<file path="config.mk">
export PLATFORM = sky130hd
export DESIGN_NAME = shared_radio_carrier_sense
export DESIGN_NICKNAME = d
export VERILOG_FILES = /design/src/rtl/core/srcs_pkg.sv /design/src/rtl/core/shared_radio_carrier_sense.sv /design/src/rtl/core/srcs_ctrl.sv /design/src/rtl/core/srcs_dp.sv
export SDC_FILE = /design/constraint.sdc
export NUM_CORES = 1
export LEC_CHECK = 0
export BUFFER_PORTS_ARGS = -buffer_cell sky130_fd_sc_hd__buf_2
export CORE_MARGIN = 5
export CORE_UTILIZATION = 60
export CTS_CLUSTER_DIAMETER = 200
export DETAILED_ROUTE_END_ITERATION = 8
export PLACE_DENSITY = 0.8
export SYNTH_ARGS = -nofsm -noshare
export SYNTH_HDL_FRONTEND = slang
export SYNTH_SLANG_ARGS = --single-unit
</file>
<file path="constraint.sdc">
create_clock -name clk -period 4.3 [get_ports clk]
set_input_delay 0.215 -clock clk [delete_from_list [all_inputs] [get_ports clk]]
set_output_delay 0.215 -clock clk [all_outputs]
set_load 0.03 [all_outputs]
</file>
<file path="src/rtl/core/srcs_pkg.sv">
`default_nettype none

package srcs_pkg;

  localparam int NODES  = 8;
  localparam int NODE_W = 3;
  localparam int CNT_W  = 8;
  localparam int NCNT_W = 4;
  localparam int LINK_W = 64;
  localparam int REQ_W  = 2;
  localparam int CFG_IDX_W = 1;

  localparam logic [REQ_W-1:0] REQ_TX    = 2'd0;
  localparam logic [REQ_W-1:0] REQ_STOP  = 2'd1;
  localparam logic [REQ_W-1:0] REQ_QUERY = 2'd2;

  localparam logic [CFG_IDX_W-1:0] CFG_LINK_MATRIX = 1'd0;
  localparam logic [CFG_IDX_W-1:0] CFG_NODE_COUNT  = 1'd1;

  localparam logic [NCNT_W-1:0] NCNT_RESET = 4'd8;

  typedef struct packed {
    logic load;
  } ctl_cmd_t;

endpackage

`default_nettype wire

</file>
<file path="src/rtl/core/shared_radio_carrier_sense.sv">
// Carrier sense on a shared radio channel of up to eight nodes.
// Input channel: in_valid/in_stall with in_req_type (transmit, stop,
// query), in_node and in_tx_bit. A transfer happens when in_valid is
// high and in_stall is low.
// Output channel: out_valid/out_stall with out_hears and out_carrier_mask;
// every input transfer yields exactly one output transfer.
// The result is registered: it is on the output register in the cycle after
// the input transfer. One item per cycle while out_stall is low; all node
// counters update in parallel from one row of the link matrix.
// Configuration: cfg_we/cfg_index/cfg_wdata; index 0 is the link matrix
// (bit sender*8+receiver), index 1 the node count. Write only when idle.
// Reset: counters and transmit flags clear, matrix goes to all ones,
// node count to 8, output register empty.
// Stall: while the output register holds a result and out_stall is high,
// in_stall is high and the result holds.
`default_nettype none

module shared_radio_carrier_sense (
  input  wire logic                            clk,
  input  wire logic                            rst_n,
  input  wire logic                            cfg_we,
  input  wire logic [srcs_pkg::CFG_IDX_W-1:0]  cfg_index,
  input  wire logic [srcs_pkg::LINK_W-1:0]     cfg_wdata,
  input  wire logic                            in_valid,
  output logic                                 in_stall,
  input  wire logic [srcs_pkg::REQ_W-1:0]      in_req_type,
  input  wire logic [srcs_pkg::NODE_W-1:0]     in_node,
  input  wire logic                            in_tx_bit,
  output logic                                 out_valid,
  input  wire logic                            out_stall,
  output logic                                 out_hears,
  output logic [7:0]                           out_carrier_mask
);
  import srcs_pkg::*;

  ctl_cmd_t cmd;

  srcs_ctrl u_ctrl (
    .clk       (clk),
    .rst_n     (rst_n),
    .in_valid  (in_valid),
    .in_stall  (in_stall),
    .out_valid (out_valid),
    .out_stall (out_stall),
    .cmd       (cmd)
  );

  srcs_dp u_dp (
    .clk              (clk),
    .rst_n            (rst_n),
    .cmd              (cmd),
    .cfg_we           (cfg_we),
    .cfg_index        (cfg_index),
    .cfg_wdata        (cfg_wdata),
    .in_req_type      (in_req_type),
    .in_node          (in_node),
    .in_tx_bit        (in_tx_bit),
    .out_hears        (out_hears),
    .out_carrier_mask (out_carrier_mask)
  );

`ifndef SYNTHESIS
  a_accept_gives_result: assert property (@(posedge clk) disable iff (!rst_n)
    (in_valid && !in_stall) |=> out_valid)
    else $error("input transfer not followed by a result");

  a_no_overwrite: assert property (@(posedge clk) disable iff (!rst_n)
    (out_valid && out_stall) |-> in_stall)
    else $error("input taken while result is blocked");

  a_hears_in_mask: assert property (@(posedge clk) disable iff (!rst_n)
    (out_valid && out_hears) |-> (out_carrier_mask != 8'd0))
    else $error("hears set with empty carrier mask");

  a_idle_after_drain: assert property (@(posedge clk) disable iff (!rst_n)
    (out_valid && !out_stall && !in_valid) |=> !out_valid)
    else $error("result repeated after transfer");
`endif

endmodule

`default_nettype wire

</file>
<file path="src/rtl/core/srcs_ctrl.sv">
`default_nettype none

module srcs_ctrl (
  input  wire logic              clk,
  input  wire logic              rst_n,
  input  wire logic              in_valid,
  output logic                   in_stall,
  output logic                   out_valid,
  input  wire logic              out_stall,
  output srcs_pkg::ctl_cmd_t     cmd
);
  import srcs_pkg::*;

  localparam logic ST_EMPTY = 1'b0;
  localparam logic ST_FULL  = 1'b1;

  logic state_r;
  logic state_nxt;
  logic accept;

  assign in_stall  = (state_r == ST_FULL) && out_stall;
  assign accept    = in_valid && !in_stall;
  assign out_valid = (state_r == ST_FULL);

  always_comb begin
    state_nxt = state_r;
    case (state_r)
      ST_EMPTY: begin
        if (accept) state_nxt = ST_FULL;
      end
      ST_FULL: begin
        if (!accept && !out_stall) state_nxt = ST_EMPTY;
      end
      default: state_nxt = ST_EMPTY;
    endcase
  end

  always_ff @(posedge clk) begin
    if (!rst_n) begin
      state_r <= ST_EMPTY;
    end else begin
      state_r <= state_nxt;
    end
  end

  assign cmd.load = accept;

endmodule

`default_nettype wire

</file>
<file path="src/rtl/core/srcs_dp.sv">
`default_nettype none

module srcs_dp (
  input  wire logic                            clk,
  input  wire logic                            rst_n,
  input  wire srcs_pkg::ctl_cmd_t              cmd,
  input  wire logic                            cfg_we,
  input  wire logic [srcs_pkg::CFG_IDX_W-1:0]  cfg_index,
  input  wire logic [srcs_pkg::LINK_W-1:0]     cfg_wdata,
  input  wire logic [srcs_pkg::REQ_W-1:0]      in_req_type,
  input  wire logic [srcs_pkg::NODE_W-1:0]     in_node,
  input  wire logic                            in_tx_bit,
  output logic                                 out_hears,
  output logic [7:0]                           out_carrier_mask
);
  import srcs_pkg::*;

  logic [CNT_W-1:0]  cnt_r   [NODES];
  logic [CNT_W-1:0]  cnt_nxt [NODES];
  logic [NODES-1:0]  flag_r;
  logic [NODES-1:0]  flag_nxt;
  logic [LINK_W-1:0] link_r;
  logic [NCNT_W-1:0] ncnt_r;
  logic              hears_r;
  logic              hears_nxt;
  logic [7:0]        mask_r;
  logic [7:0]        mask_nxt;
  logic [NCNT_W-1:0] live;
  logic              who_ok;
  logic              do_inc;
  logic              do_dec;
  logic              lnk;

  assign live   = (ncnt_r > NCNT_W'(NODES)) ? NCNT_W'(NODES) : ncnt_r;
  assign who_ok = ({1'b0, in_node} < NCNT_W'(NODES));
  assign do_inc = who_ok && (in_req_type == REQ_TX) && in_tx_bit;
  assign do_dec = who_ok && (in_req_type == REQ_STOP) && flag_r[in_node];

  // per-node counter lanes
  always_comb begin
    flag_nxt = flag_r;
    if (who_ok && (in_req_type == REQ_TX)) flag_nxt[in_node] = in_tx_bit;
    if (do_dec) flag_nxt[in_node] = 1'b0;
    mask_nxt = '0;
    for (int i = 0; i < NODES; i++) begin
      lnk = link_r[{in_node, NODE_W'(i)}] && (NCNT_W'(i) < live);
      cnt_nxt[i] = cnt_r[i];
      if (do_inc && lnk && (cnt_r[i] != {CNT_W{1'b1}}))
        cnt_nxt[i] = cnt_r[i] + CNT_W'(1);
      else if (do_dec && lnk && (cnt_r[i] != '0))
        cnt_nxt[i] = cnt_r[i] - CNT_W'(1);
      mask_nxt[i] = (cnt_nxt[i] != '0);
    end
    hears_nxt = who_ok && mask_nxt[in_node];
  end

  always_ff @(posedge clk) begin
    if (!rst_n) begin
      for (int i = 0; i < NODES; i++) cnt_r[i] <= '0;
      flag_r <= '0;
    end else if (cmd.load) begin
      for (int i = 0; i < NODES; i++) cnt_r[i] <= cnt_nxt[i];
      flag_r <= flag_nxt;
    end
  end

  always_ff @(posedge clk) begin
    if (!rst_n) begin
      link_r <= {LINK_W{1'b1}};
      ncnt_r <= NCNT_RESET;
    end else if (cfg_we) begin
      case (cfg_index)
        CFG_LINK_MATRIX: link_r <= cfg_wdata;
        CFG_NODE_COUNT:  ncnt_r <= cfg_wdata[NCNT_W-1:0];
        default: ;
      endcase
    end
  end

  always_ff @(posedge clk) begin
    if (cmd.load) begin
      hears_r <= hears_nxt;
      mask_r  <= mask_nxt;
    end
  end

  assign out_hears        = hears_r;
  assign out_carrier_mask = mask_r;

endmodule

`default_nettype wire

</file>
* Yosys cells after proc, flatten, opt, wreduce, memory -nomap -nowiden
Memories as Yosys holds them, arrays and structs flattened.
Cells that the tools add are included.
** Storage, ports and cells
- Memories :: 1
- Bits in writable memories :: 64
- Register bits after elaboration :: 86
- Bits of input ports :: 76
- Logic and storage cells :: 187
- Output and inout bits :: 11
** Operators by class
- Reductions and logical operators :: 68
- Bitwise logic cells :: 12
- $add $sub $neg :: 16
- Order comparisons :: 19
- Multiplexer cells :: 56
- Equal/unequal tests :: 9
** Memory list
- u_dp.cnt_r :: depth 8, bits a word 8, read ports 8, clocked after memory_dff 0, write ports 8, line srcs_dp.sv:18 : logic [CNT_W-1:0] cnt_r [NODES];
** Operators with widths (number)
- 8-bit 2-to-1 mux :: 26
- 8-bit nonzero test :: 16
- 8-bit by 1-bit adder with 8-bit output (second input constant) :: 8
- 8-bit != test (second input constant) :: 8
- 8-bit by 1-bit subtractor with 8-bit output (second input constant) :: 8
- 6-bit by 7-bit < comparator with 1-bit output (second input constant) :: 8
- 1-bit logical AND :: 46
- 1-bit binary-select mux with 3-bit select :: 10
- 3-bit by 4-bit < comparator with 1-bit output (first input constant) :: 4
- 1-bit 2-to-1 mux :: 16
- 8-bit AND :: 1
- 8-bit bitwise mux :: 1
- 1-bit by 4-bit < comparator with 1-bit output (first input constant) :: 2
- 2-bit by 4-bit < comparator with 1-bit output (first input constant) :: 2
- 8-bit NOT :: 1
- 1-bit OR :: 8
- 4-bit greater-than comparator (second input constant) :: 1
- 3-bit by 4-bit < comparator with 1-bit output (second input constant) :: 1
- 4-bit 2-to-1 mux :: 1
- 2-bit AND reduction :: 2
- 1-bit demux with 3-bit select :: 1
- 3-bit by 1-bit >= comparator with 1-bit output (second input constant) :: 1
- 1-bit zero test :: 3
- 2-bit by 1-bit == test with 1-bit output (second input constant) :: 1
- other kinds (3) :: 4

* Logic depth before layout (Yosys ltp)
- Depth after elaboration :: 11
- Mapped depth :: 13
- Depth with buffers taken out :: 11

* By module
Synthesis repeated with hierarchy kept, for this count alone.
** Unflattened totals
- Cell total of the unflattened synthesis :: 1133
- Area total of the unflattened synthesis :: 9566.7 µm²
** By module, submodules not included
- srcs_dp :: cells each 1129, instances 1, area an instance 9524.1 µm², seq. area each 3713.6 µm²
- srcs_ctrl :: cells each 4, instances 1, area an instance 42.5 µm², seq. area each 20.0 µm²

* Worst setup path after synthesis
OpenSTA, ideal clock, no wires.
- Path kind :: input port to flip-flop
- Start :: input port in_node[1] in the netlist's numbering
- End :: register u_dp.hears_r (netlist: u_dp.out_hears) (data pin)
- Data required time :: 4.034 ns
- Path slack :: 1.253 ns
- Cell stages on the path :: 10
- Data arrival time :: 2.781 ns
- Library setup time :: 0.266 ns
- Path buffers :: 2
- Path through :: buf_2 buf_4 mux4_2 or4_1 o22ai_1 xor2_1 a2111o_1 or4_1 o211ai_2 nand4_1
** Between the ends
- Longest elaborated chain between the ends :: 10
- Elaborated cells between the ends (all ways) :: 85
- Classes of those cells :: mux (36); reduce/logical (49)
** Ends and longest elaborated chain
- start: declaration :: line shared_radio_carrier_sense.sv:27 : input wire logic [srcs_pkg::NODE_W-1:0] in_node,
- 1-bit binary-select mux with 3-bit select (on tied branches) :: line srcs_dp.sv:37, srcs_dp.sv:46
- 1-bit 2-to-1 mux (on tied branches) :: line srcs_dp.sv:37, srcs_dp.sv:46
- 1-bit logical AND (on tied branches) :: line srcs_dp.sv:37, srcs_dp.sv:46
- 1-bit logical AND (2 in a row) :: line srcs_dp.sv:50 : else if (do_dec && lnk && (cnt_r[i] != '0))
- 8-bit 2-to-1 mux :: line srcs_dp.sv:50
- 8-bit 2-to-1 mux :: line srcs_dp.sv:48 : if (do_inc && lnk && (cnt_r[i] != {CNT_W{1'b1}}))
- 8-bit nonzero test :: line srcs_dp.sv:52 : mask_nxt[i] = (cnt_nxt[i] != '0);
- 1-bit binary-select mux with 3-bit select * :: line srcs_dp.sv:54 : hears_nxt = who_ok && mask_nxt[in_node];
- 1-bit 2-to-1 mux (implied by the code) * :: line srcs_dp.sv:54
- via u_dp.hears_nxt :: line srcs_dp.sv:25 : logic hears_nxt;
- end signal: assignment :: line srcs_dp.sv:82 : hears_r <= hears_nxt;
- end: declaration :: line srcs_dp.sv:24 : logic hears_r;
Mark *: on every way through the listed nets, which the timed path passes. The rest lies on a longest branch. The select of a mux whose other input is x is not followed.
A chain may end at the register's enable or synchronous reset.

==> run_results.csv <==
group,metric,value,unit
detailed_routing,final_antenna_net_count,0,
die,die_x,137,um
die,pin_count,87,
grt,grt_pass1_vias,8612,
detailed_routing,firstDrtPassIters,6,
sta,fin_crit_sh,0.826,
power_and_ir_drop,vdd_drop_max,0.305,mV
yosys,syn_avg_cell_area,8.70,um^2
detailed_routing,wl_per_cell,19.0,um
die,start_util,0.611,
critical_path,end_kind,"register",
detailed_routing,vias_per_cell,6.42,
critical_path,path_max_fanout,8,
grt,grt_pass1_wl,44.0,mm
min_path,min-delay-start,"cfg_wdata[58]",
sta,fmax,0.281,GHz
clocking,clock_sinks,150,
run,drv_cap,0,
detailed_routing,drc,0,
clocking,cts_buffers,17,
die,die_area,0.0188,mm^2
sta,fin_skew,0.00959,ns
power_and_ir_drop,powerDensity,352,mW/mm^2
clocking,post_cts_resize_count,0,
sta,worst_slack,0.747,ns
sta,min_period,3.55,ns
sta,hold_viol,0,
critical_path,critical_path_class,"register to register",
finish,drive_above_1_share,0.143,
detailed_routing,wl,27.3,mm
sta,slew_headroom,0.226,
critical_path,r2r_cells,10,
placed_design,numPortBuffers,86,
finish,final_nets,1312,
clocking,clk_pin_slew_worst_paths,0.07,ns
detailed_routing,dr.first_iter.drc_count,1083,
clocking,clock-root-buffer,"clkbuf_16",
sta,setup_tns,0,ns
critical_path,required,4.48,ns
yosys,synth_nets,1215,
sta,slew_violations,0,
detailed_routing,vias,9249,
yosys,synthFlopType,"dfxtp_1",
yosys,ys_ff_latch,150,
min_path,hold_path_class,"input pin to register",
die,core_area,0.0159,mm^2
sta,rsz0062_at_grt,"no",
yosys,ys_seq_area_frac,0.385,
min_path,hold_path_depth,3,
grt,grt_max_degree,91,
placed_design,pre_cts_ws,0.590,ns
die,row_count,46,
die,die_h,137,um
placed_design,hpwl,18.2,mm
critical_path,r2r-start,"u_dp.cnt_r[0][32]",
critical_path,critical_path.startpoint_type,"register",
yosys,synthCells,1115,
yosys,synthArstFlopShare,0,
clocking,cts_setup_buffers,0,
clocking,cts_tree,"done",
finish,antenna_cells,0,
critical_path,r2r-end,"u_dp.out_hears",
grt,antenna_found_initial,0,
run_status,status,"completed",
clocking,htree_num_levels,4,
clocking,worstSkewPairLatency,0.44,ns
finish,syn_to_final_growth,16.0,%
yosys,synth_edf_count,73,
yosys,syn_area,0.00970,mm^2
yosys,yosysUniqueCellTypes,93,
grt,overflow,0,
yosys,yosysWarnings,0,
grt,grtUsageTotal,0.296,
critical_path,worst_ep_arrival_time,3.73,ns
placed_design,finalWeightedCongestion,0.951,
power_and_ir_drop,power_leakage,4.50,nW
sta,setup_viol_count_final,0,
finish,nFillCells,1172,
clocking,clockBufferDepth,2,
sta,tightestPinTransition,1.16,ns
min_path,hold_path_end,"u_dp.link_r[58]",
critical_path,rrSetupSlack,0.75,ns
layout make-up:
class | instances | area, um^2 | share of cell area
sequential | 150 | 3730 | 0.332
multi-input combinational | 866 | 5520 | 0.490
inverter | 33 | 124 | 0.0110
clock inverter | 15 | 204 | 0.0181
clock buffer | 17 | 425 | 0.0378
timing repair buffer | 144 | 978 | 0.0869
tap | 216 | 270 | 0.0240
timing repair:
action,4_1_cts,5_1_grt
hold buffers,45,0
endpoints found under the hold margin,45,0
endpoints found under the setup margin,0,0
layout by cell type (no fill, tap or decap), types with 28 or more instances in the layout:
cell / netlist / final
nand2_1: 170 / 170
nand3_1: 109 / 109
buf_2: 9 / 86
dfxtp_1: 77 / 77
edfxtp_1: 73 / 73
nor2_1: 65 / 65
dlygate4sd3_1: 0 / 45
nor3_1: 39 / 39
and2_1: 36 / 36
inv_1: 33 / 32
o21ai_0: 31 / 31
a21oi_1: 28 / 28
registers in the layout (all words and copies together) (netlist names):
name	cells
u_dp.link_r	64
u_dp.out_carrier_mask	8
u_ctrl.out_valid	1
u_dp.out_hears	1
u_dp.cnt_r	64
u_dp.flag_r	8
u_dp.ncnt_r	4
worst max-delay path: stages, from the launching register on:
cell      delay [ns]
edfxtp_1        0.51
inv_1           0.18
ha_1            0.15
or3b_2          0.48
nor3b_1         0.56
nor4_1          0.13
or3_1           0.35
a211oi_1        0.29
nand4_1         0.21
a22oi_1         0.30
nand4_1         0.13
report_power, final:
group	internal, W	leakage [nW]	switching, W	total (W)
combinational	0.000266	2.79	0.000400	0.000665
sequential	0.00161	1.41	0.000113	0.00172
clock	0.000850	0.304	0.000731	0.00158
total	0.00272	4.50	0.00124	0.00397
kinds of logic after synthesis:
group | synth area share
buffers and inverters | 0.0469
flip-flops | 0.385
AND/OR/NAND/NOR | 0.311
multiplexers | 0.0399
adder cells (fa/ha/maj) | 0.0310
XOR/XNOR | 0.0379
AO/OA/AOI/OAI | 0.149
worst max path at each step:
stage	from	end	slack, ns	depth (start not counted)
finish	u_dp.cnt_r[0][32]	u_dp.out_hears	0.75	10
global route	u_dp.cnt_r[0][32]	u_dp.out_hears	0.64	10
CTS	u_dp.cnt_r[0][43]	u_dp.out_hears	0.86	9
detailed placement	in_node[0]	u_dp.out_hears	0.59	11
global placement	in_node[0]	u_dp.out_hears	0.70	11
floorplan	in_node[1]	u_dp.out_hears	1.25	10
Yosys cell counts, types with 24 or more instances:
library cell	count	area, um^2
a21oi_1	28	140
dfxtp_1	77	1540
nor3_1	39	195
xnor2_1	26	228
o21ai_0	31	155
mux2i_1	24	240
clkbuf_1	48	180
nand2_1	170	638
nand3_1	109	546
and2_1	36	225
inv_1	33	124
edfxtp_1	73	2190
nor2_1	65	244
ha_1	24	300
and3_1	24	150
routing by layer:
layer	vias up	GRT usage	part of all wire
met2	523	0.463	0.46
met5	-	0	0
met1	4313	0.408	0.43
met3	58	0.0585	0.086
met4	0	0.108	0.027
li1	4355	-	-
stage by stage:
stage          cell area (um^2)  total power [W]  hold slack (ns)  utilization  instances
6_report                  11300          0.00397          0.00684        0.709       1441
5_1_grt                   11300          0.00412           0.0129        0.709       1441
4_1_cts                   11300          0.00395         0.000340        0.709       1441
3_5_place_dp              10200          0.00236            0.425        0.641       1364
3_3_place_gp              10200          0.00235            0.424        0.641       1364
2_1_floorplan              9700          0.00217            0.339            -       1115
(Power assumes the default switching activity.)
